$ cat src/rtl/core/cansr_pkg.sv
package cansr_pkg;

  localparam int BYTES_PER_FRAME = 8;
  localparam int WORD_W          = 8 * BYTES_PER_FRAME;
  localparam int ID_W            = 11;
  localparam int CFG_IDX_W       = 2;
  localparam int SCREEN_W        = 8;
  localparam int COUNT_W         = 32;
  localparam int DEF_BUF_BYTES   = 256;

  typedef enum logic [2:0] {
    ST_NONE      = 3'd0,
    ST_OPENED    = 3'd1,
    ST_STORED    = 3'd2,
    ST_DONE_OK   = 3'd3,
    ST_CSUM_BAD  = 3'd4,
    ST_REJECTED  = 3'd5,
    ST_SCREEN    = 3'd6,
    ST_RESET_REQ = 3'd7
  } status_t;

  typedef enum logic [CFG_IDX_W-1:0] {
    REG_ALIVE_ID  = 2'd0,
    REG_CONFIG_ID = 2'd1,
    REG_SCREEN_ID = 2'd2,
    REG_RESET_ID  = 2'd3
  } cfg_reg_t;

  function automatic logic [7:0] xor_bytes(input logic [WORD_W-1:0] w);
    logic [7:0] x;
    x = 8'h00;
    for (int i = 0; i < BYTES_PER_FRAME; i++) begin
      x = x ^ w[8*i +: 8];
    end
    return x;
  endfunction

endpackage

$ cat src/rtl/core/can_sequence_reassembler_top.sv
// CAN sequence reassembler.
// Input channel (in_valid/in_stall): one received frame per item, frame_id and frame_data.
// Output channel (out_valid/out_stall): result items; last marks the final item of a frame.
// Config channel (cfg_valid/cfg_ready/cfg_index/cfg_data): header, screen and reset ids;
// cfg_ready is always high, write only while the block is idle.
// A frame's result is registered and appears in the cycle after acceptance.
// Throughput: one frame per cycle outside playback while results are taken as they appear.
// A passing configuration sequence is played back from the payload memory word by word:
// a read state for the synchronous read, then an emit state that loads the output register
// once it is free. No frame is taken during playback.
// Reset (rst, synchronous) returns to single-frame mode, clears the screen registers and
// frame count and loads the default ids; the payload memory is not cleared, as a sequence
// only reads back words it has written.
// When the receiver stalls, the pending item holds and in_stall rises until it is taken.
// Screen fields and frames_received show the state after the frame that caused the item.
module can_sequence_reassembler_top import cansr_pkg::*; #(
  parameter int BUF_BYTES = DEF_BUF_BYTES
) (
  input  logic                 clk,
  input  logic                 rst,
  input  logic                 in_valid,
  output logic                 in_stall,
  input  logic [ID_W-1:0]      frame_id,
  input  logic [WORD_W-1:0]    frame_data,
  output logic                 out_valid,
  input  logic                 out_stall,
  output logic [2:0]           status,
  output logic                 sequence_kind,
  output logic                 payload_valid,
  output logic [WORD_W-1:0]    payload_word,
  output logic                 last,
  output logic [SCREEN_W-1:0]  screen_now,
  output logic [SCREEN_W-1:0]  screen_before,
  output logic [SCREEN_W-1:0]  sub_screen,
  output logic [COUNT_W-1:0]   frames_received,
  input  logic                 cfg_valid,
  output logic                 cfg_ready,
  input  logic [CFG_IDX_W-1:0] cfg_index,
  input  logic [ID_W-1:0]      cfg_data
);

  localparam int STORE_WORDS = (BUF_BYTES + BYTES_PER_FRAME - 1) / BYTES_PER_FRAME;
  localparam int AW          = (STORE_WORDS > 1) ? $clog2(STORE_WORDS) : 1;
  localparam int SW          = $clog2(BUF_BYTES + 1);

  typedef enum logic [2:0] {
    S_IDLE = 3'b001,
    S_READ = 3'b010,
    S_EMIT = 3'b100
  } state_t;

  state_t             state;
  logic [ID_W-1:0]    alive_id, config_id, screen_id, reset_id;
  logic               in_sequence, seq_is_config;
  logic [7:0]         expected_xor, running_xor;
  logic [SW-1:0]      payload_size, bytes_stored;
  logic [SCREEN_W-1:0] screen_reg, prev_screen_reg, sub_screen_reg;
  logic [COUNT_W-1:0] frame_count;
  logic [AW-1:0]      rd_addr, last_addr;

  status_t            out_status;
  logic               out_kind, out_pv, out_last;
  logic [WORD_W-1:0]  out_word;

  logic               accept, out_free, full, wr_en;
  logic [SW-1:0]      remain, size_m1;
  logic [WORD_W-1:0]  masked, wr_word, rd_data;
  logic [7:0]         xor_next;
  logic [AW-1:0]      slot;
  logic [31:0]        hdr_size;
  logic               hit_cfg, hit_alive;

  assign out_free  = !out_valid || !out_stall;
  assign in_stall  = (state != S_IDLE) || !out_free;
  assign accept    = in_valid && !in_stall;
  assign cfg_ready = 1'b1;

  assign remain   = payload_size - bytes_stored;
  assign full     = remain > SW'(BYTES_PER_FRAME);
  assign size_m1  = payload_size - 1'b1;
  assign slot     = AW'(bytes_stored >> 3);
  assign hdr_size = frame_data[39:8];
  assign hit_cfg  = (frame_id == config_id);
  assign hit_alive = (frame_id == alive_id);

  // keep only the bytes still owed in the final frame
  always_comb begin
    for (int i = 0; i < BYTES_PER_FRAME; i++) begin
      masked[8*i +: 8] = (SW'(i) < remain) ? frame_data[8*i +: 8] : 8'h00;
    end
  end

  assign wr_word  = full ? frame_data : masked;
  assign xor_next = running_xor ^ xor_bytes(wr_word);
  assign wr_en    = accept && in_sequence && (remain != '0);

  cansr_store #(
    .DEPTH (STORE_WORDS),
    .AW    (AW)
  ) u_store (
    .clk     (clk),
    .wr_en   (wr_en),
    .wr_addr (slot),
    .wr_data (wr_word),
    .rd_addr (rd_addr),
    .rd_data (rd_data)
  );

  always_ff @(posedge clk) begin
    if (rst) begin
      state           <= S_IDLE;
      alive_id        <= ID_W'(0);
      config_id       <= ID_W'(1);
      screen_id       <= ID_W'(2);
      reset_id        <= ID_W'(3);
      in_sequence     <= 1'b0;
      seq_is_config   <= 1'b0;
      expected_xor    <= '0;
      running_xor     <= '0;
      payload_size    <= '0;
      bytes_stored    <= '0;
      screen_reg      <= '0;
      prev_screen_reg <= '0;
      sub_screen_reg  <= '0;
      frame_count     <= '0;
      rd_addr         <= '0;
      last_addr       <= '0;
      out_valid       <= 1'b0;
    end else begin
      if (cfg_valid && cfg_ready) begin
        unique case (cfg_reg_t'(cfg_index))
          REG_ALIVE_ID:  alive_id  <= cfg_data;
          REG_CONFIG_ID: config_id <= cfg_data;
          REG_SCREEN_ID: screen_id <= cfg_data;
          REG_RESET_ID:  reset_id  <= cfg_data;
          default: ;
        endcase
      end

      if (out_valid && !out_stall) begin
        out_valid <= 1'b0;
      end

      unique case (state)
        S_IDLE: begin
          if (accept) begin
            frame_count <= frame_count + 1'b1;
            out_valid   <= 1'b1;
            out_kind    <= 1'b0;
            out_pv      <= 1'b0;
            out_word    <= '0;
            out_last    <= 1'b1;
            if (in_sequence) begin
              out_kind <= seq_is_config;
              if (full) begin
                running_xor  <= xor_next;
                bytes_stored <= bytes_stored + SW'(BYTES_PER_FRAME);
                out_status   <= ST_STORED;
              end else begin
                running_xor  <= xor_next;
                bytes_stored <= bytes_stored + remain;
                in_sequence  <= 1'b0;
                if (xor_next != expected_xor) begin
                  out_status <= ST_CSUM_BAD;
                end else if (seq_is_config && (payload_size != '0)) begin
                  // play back the stored words, no item for this frame yet
                  out_valid <= 1'b0;
                  rd_addr   <= '0;
                  last_addr <= AW'(size_m1 >> 3);
                  state     <= S_READ;
                end else begin
                  out_status <= ST_DONE_OK;
                end
              end
            end else if (hit_cfg || hit_alive) begin
              out_kind <= hit_cfg;
              if (hdr_size > 32'(BUF_BYTES)) begin
                out_status <= ST_REJECTED;
              end else begin
                seq_is_config <= hit_cfg;
                expected_xor  <= frame_data[7:0];
                payload_size  <= SW'(hdr_size);
                bytes_stored  <= '0;
                running_xor   <= '0;
                in_sequence   <= 1'b1;
                out_status    <= ST_OPENED;
              end
            end else if (frame_id == screen_id) begin
              prev_screen_reg <= screen_reg;
              screen_reg      <= frame_data[7:0];
              sub_screen_reg  <= frame_data[15:8];
              out_status      <= ST_SCREEN;
            end else if (frame_id == reset_id) begin
              out_status <= ST_RESET_REQ;
            end else begin
              out_status <= ST_NONE;
            end
          end
        end
        S_READ: begin
          state <= S_EMIT;
        end
        S_EMIT: begin
          if (out_free) begin
            out_valid  <= 1'b1;
            out_status <= ST_DONE_OK;
            out_kind   <= 1'b1;
            out_pv     <= 1'b1;
            out_word   <= rd_data;
            out_last   <= (rd_addr == last_addr);
            if (rd_addr == last_addr) begin
              state <= S_IDLE;
            end else begin
              rd_addr <= rd_addr + 1'b1;
              state   <= S_READ;
            end
          end
        end
        default: state <= S_IDLE;
      endcase
    end
  end

  assign status          = out_status;
  assign sequence_kind   = out_kind;
  assign payload_valid   = out_pv;
  assign payload_word    = out_word;
  assign last            = out_last;
  assign screen_now      = screen_reg;
  assign screen_before   = prev_screen_reg;
  assign sub_screen      = sub_screen_reg;
  assign frames_received = frame_count;

  a_no_accept_in_playback: assert property (@(posedge clk) disable iff (rst)
    (state != S_IDLE) |-> in_stall)
    else $error("frame accepted during payload playback");

  a_payload_only_on_config_done: assert property (@(posedge clk) disable iff (rst)
    (out_valid && payload_valid) |-> (status == ST_DONE_OK) && sequence_kind)
    else $error("payload word on an item that is not a passing config sequence");

  a_word_zero_without_payload: assert property (@(posedge clk) disable iff (rst)
    (out_valid && !payload_valid) |-> (payload_word == '0))
    else $error("payload word not zero while payload_valid is low");

  a_stored_within_size: assert property (@(posedge clk) disable iff (rst)
    in_sequence |-> (bytes_stored <= payload_size))
    else $error("stored byte count beyond payload size");

endmodule

$ cat src/rtl/core/cansr_store.sv
module cansr_store import cansr_pkg::*; #(
  parameter int DEPTH = DEF_BUF_BYTES / BYTES_PER_FRAME,
  parameter int AW    = (DEPTH > 1) ? $clog2(DEPTH) : 1
) (
  input  logic              clk,
  input  logic              wr_en,
  input  logic [AW-1:0]     wr_addr,
  input  logic [WORD_W-1:0] wr_data,
  input  logic [AW-1:0]     rd_addr,
  output logic [WORD_W-1:0] rd_data
);

  logic [WORD_W-1:0] mem [DEPTH];

  always_ff @(posedge clk) begin
    if (wr_en) begin
      mem[wr_addr] <= wr_data;
    end
  end

  always_ff @(posedge clk) begin
    rd_data <= mem[rd_addr];
  end

endmodule
$ cat config.mk
export PLATFORM = sky130hd
export DESIGN_NAME = can_sequence_reassembler_top
export DESIGN_NICKNAME = d
export VERILOG_FILES = /design/src/rtl/core/cansr_pkg.sv /design/src/rtl/core/can_sequence_reassembler_top.sv /design/src/rtl/core/cansr_store.sv
export SDC_FILE = /design/constraint.sdc
export NUM_CORES = 2
export LEC_CHECK = 0
export BUFFER_PORTS_ARGS = -buffer_cell sky130_fd_sc_hd__buf_2
export CAP_MARGIN = 20
export CORE_ASPECT_RATIO = 0.8
export CORE_MARGIN = 1.5
export CORE_UTILIZATION = 29
export DETAILED_ROUTE_END_ITERATION = 7
export GPL_TIMING_DRIVEN = 1
export SYNTH_ARGS = -nofsm -noshare
export SYNTH_HDL_FRONTEND = slang
export SYNTH_SLANG_ARGS = --single-unit
$ cat constraint.sdc
create_clock -name clk -period 29.7 [get_ports clk]
set_input_delay 1.485 -clock clk [delete_from_list [all_inputs] [get_ports clk]]
set_output_delay 1.485 -clock clk [all_outputs]
set_load 0.01 [all_outputs]
==> results.yml <==
setup_path:
  start_kind: "flip-flop"
  critPathKind: "reg2reg"
  reg2reg_slack_ps: 23210
  rr_worst_depth: 16
  reg2reg_from: "payload_size[0]"
  crit_arrival_ps: 6990
  r2r-end: "u_store.mem[20][6]"
  critPathCaptureType: "flip-flop"
  worst_ep_required_time_ps: 30200
  crit_path_max_fanout: 47
grt:
  grt_pass1_wl_microns: 339000
  grt_pass1_vias: 44474
  grt_util_all_layers: 0.150
  grt_max_degree: 79
  grt_antenna_before_repair: 38
  overflow: 0
sta:
  timing.fmax_mhz: 154
  relSlewSlack: 0.231
  tns_ps: 0
  setup_viol: 0
  timing.final.crit_share: 0.218
  layout_setup_ws_ps: 23210
  maxSlewViolCount: 0
  layout_min_cycle_time_ps: 6490
  fin_hold_ws_ps: 468
  rsz0062_at_grt: "no"
  fin_worst_skew_ps: 64.6
  hold_viol: 0
  tightestPinTransition_ps: 1150
placement:
  gp_congestion: 0.848
  port_buffers: 220
  dp_hpwl_microns: 140000
  place_area_sq_um: 97100
  placed_cells: 8547
  pre_cts_slack_ps: 23160
clock_network:
  clkLatencyLatePin_ps: 890
  cts_made_buffers: 235
  cts_resized: 0
  path_clk_slew_ps: 60
  h-tree-depth: 4
  clockBufferDepth: 4
  clock_sinks: 2332
  cts_tree: "built"
  hold_buffers: 0
  root_buffer: "clkbuf_16"
  post_cts_buffers: 0
logic_synthesis:
  yosys.area.top_type_share: 0.704
  synth.distinct_cells: 76
  synth_nets: 4375
  synth.avg_cell_area_sq_um: 21.2
  synth_ff_type: "edfxtp_1"
  yosysSeqAreaShare: 0.751
  syn-cell-area_sq_um: 90400
  postSynthCellCount: 4259
  yosys_register_bits: 2332
  synth_edf_count: 2118
  synthArstFlopShare: 0
  yosys.area.top_type: "edfxtp_1"
  synth_warnings: 0
  synth_top_cells_by_area: "edfxtp_1 (70%), mux4_2 (16%), dfxtp_1 (4.7%), mux2i_1 (0.83%), mux2_2 (0.80%)"
hold_path:
  min-delay-start: "screen_id[10]"
  min_to: "screen_id[10]"
  min_path_type: "reg2reg"
  worstHoldPathCells: 2
routing:
  drtPass1Iterations: 5
  ant_nets: 0
  vias: 44420
  wl_per_cell_microns: 26.7
  viasPerCell: 4.93
  routed_wl_microns: 241000
  drtIter0Drc: 4912
  drc: 0
floorplan:
  io_pins: 222
  die_x_microns: 627
  coreArea_sq_um: 310000
  start_util: 0.291
  die_y_microns: 502
  rows: 183
  die_area_sq_um: 315000
pwr:
  seqPwrFrac: 0.546
  leakagePower_nw: 35.9
  ir_worst_vdd_mv: 0.0457
  p_comb_frac: 0.009
  p_sw_frac: 0.198
  p_int_mw: 5.19
  clockPowerShare: 0.445
  power.density_nw_per_um2: 61.6
  power_mw: 6.47
  netSwitchingPower_mw: 1.28
layout:
  syn2layout_area_growth_pct: 16.3
  drive_gt1_frac: 0.303
  final-instance-count-excl-fill: 9016
  largest_reg_flops: 2048
  fin_util: 0.339
  fin_area_sq_um: 105000
  finalNetCount: 4764
  regMostFlops: "u_store.mem"
run:
  cap_violations: 0
outcome:
  status: "complete, no violations"
-- cells in the mapped netlist (34+ instances only) --
library cell / count
nand2_1: 92
xnor2_1: 63
mux4_2: 640
inv_1: 35
and2_1: 96
mux2i_1: 75
clkbuf_1: 169
edfxtp_1: 2118
xor2_1: 79
mux2_2: 64
nand3_1: 34
nor2_1: 183
buf_1: 36
dfxtp_1: 214
a21oi_1: 58
-- critical path, cell delays in order (launching register included) --
cell	delay [ps]
dfxtp_1	330
inv_1	70
ha_1	200
inv_1	90
fa_1	490
a211oi_4	340
nor2_1	130
o311ai_2	440
nor2_1	130
nand4_1	120
buf_4	430
nor2_1	330
nor2_1	330
nand2_1	510
nor2_4	710
buf_4	640
buf_4	630
-- power by group through the flow --
stage	Clock, mW	Combinational [mW]	Sequential (mW)
2_1_floorplan	0	0.0204	3.61
3_3_place_gp	0	0.0580	3.60
3_5_place_dp	0	0.0583	3.60
4_1_cts	2.94	0.0586	3.53
5_1_grt	3.06	0.0597	3.53
6_report	2.88	0.0571	3.53
-- cells in the final DEF (no fill, tap or decap), drive strengths merged, types with 11 or more instances in the layout --
cell type	n
a21oi	59
a22oi	12
a31oi	14
and2	96
and3	12
buf	367
bufinv	20
clkbuf	294
clkinv	96
dfxtp	214
diode	16
edfxtp	2118
ha	21
inv	45
mux2	65
mux2i	75
mux4	640
nand2	92
nand2b	16
nand3	34
nand4	11
nor2	183
nor2b	26
nor3	22
nor4	17
o21a	11
o21ai	33
or3	14
xnor2	64
xor2	79
-- routing by layer --
metal | global-route usage | share of wire | vias up
met5 | 0 | 0 | -
met4 | 0.0596 | 0.035 | 0
met3 | 0.0242 | 0.066 | 354
met2 | 0.240 | 0.48 | 1745
met1 | 0.205 | 0.42 | 24009
li1 | - | - | 18312
-- worst max path at each step --
stage / startpoint / end / slack, ps
detailed placement: payload_size[0] / last_addr[0] / 23160
finish: payload_size[0] / u_store.mem[20][6] / 23210
global route: payload_size[0] / u_store.mem[20][13] / 22870
floorplan: out_stall / status[0] / 16250
global placement: payload_size[0] / u_store.mem[20][13] / 23340
CTS: payload_size[0] / last_addr[0] / 23150
-- cell families after synthesis --
group                    synth area share
multiplexers                        0.176
adder cells (fa/ha/maj)           0.00335
AO/OA/AOI/OAI                      0.0135
buffers and inverters              0.0108
flip-flops                          0.751
AND/OR/NAND/NOR                    0.0295
XOR/XNOR                           0.0155
other                           0.0000415
-- area by class of cell --
| class | instances | area, sq um |
|---|---|---|
| multi-input combinational | 1675 | 21800 |
| timing repair buffer | 368 | 2650 |
| antenna | 16 | 40.0 |
| fill | 28903 | 205000 |
| sequential | 2332 | 67900 |
| tap | 4162 | 5210 |
| inverter | 36 | 135 |
| clock buffer | 293 | 6170 |
| clock inverter | 134 | 1210 |
Power figures use the tool's default switching activity.
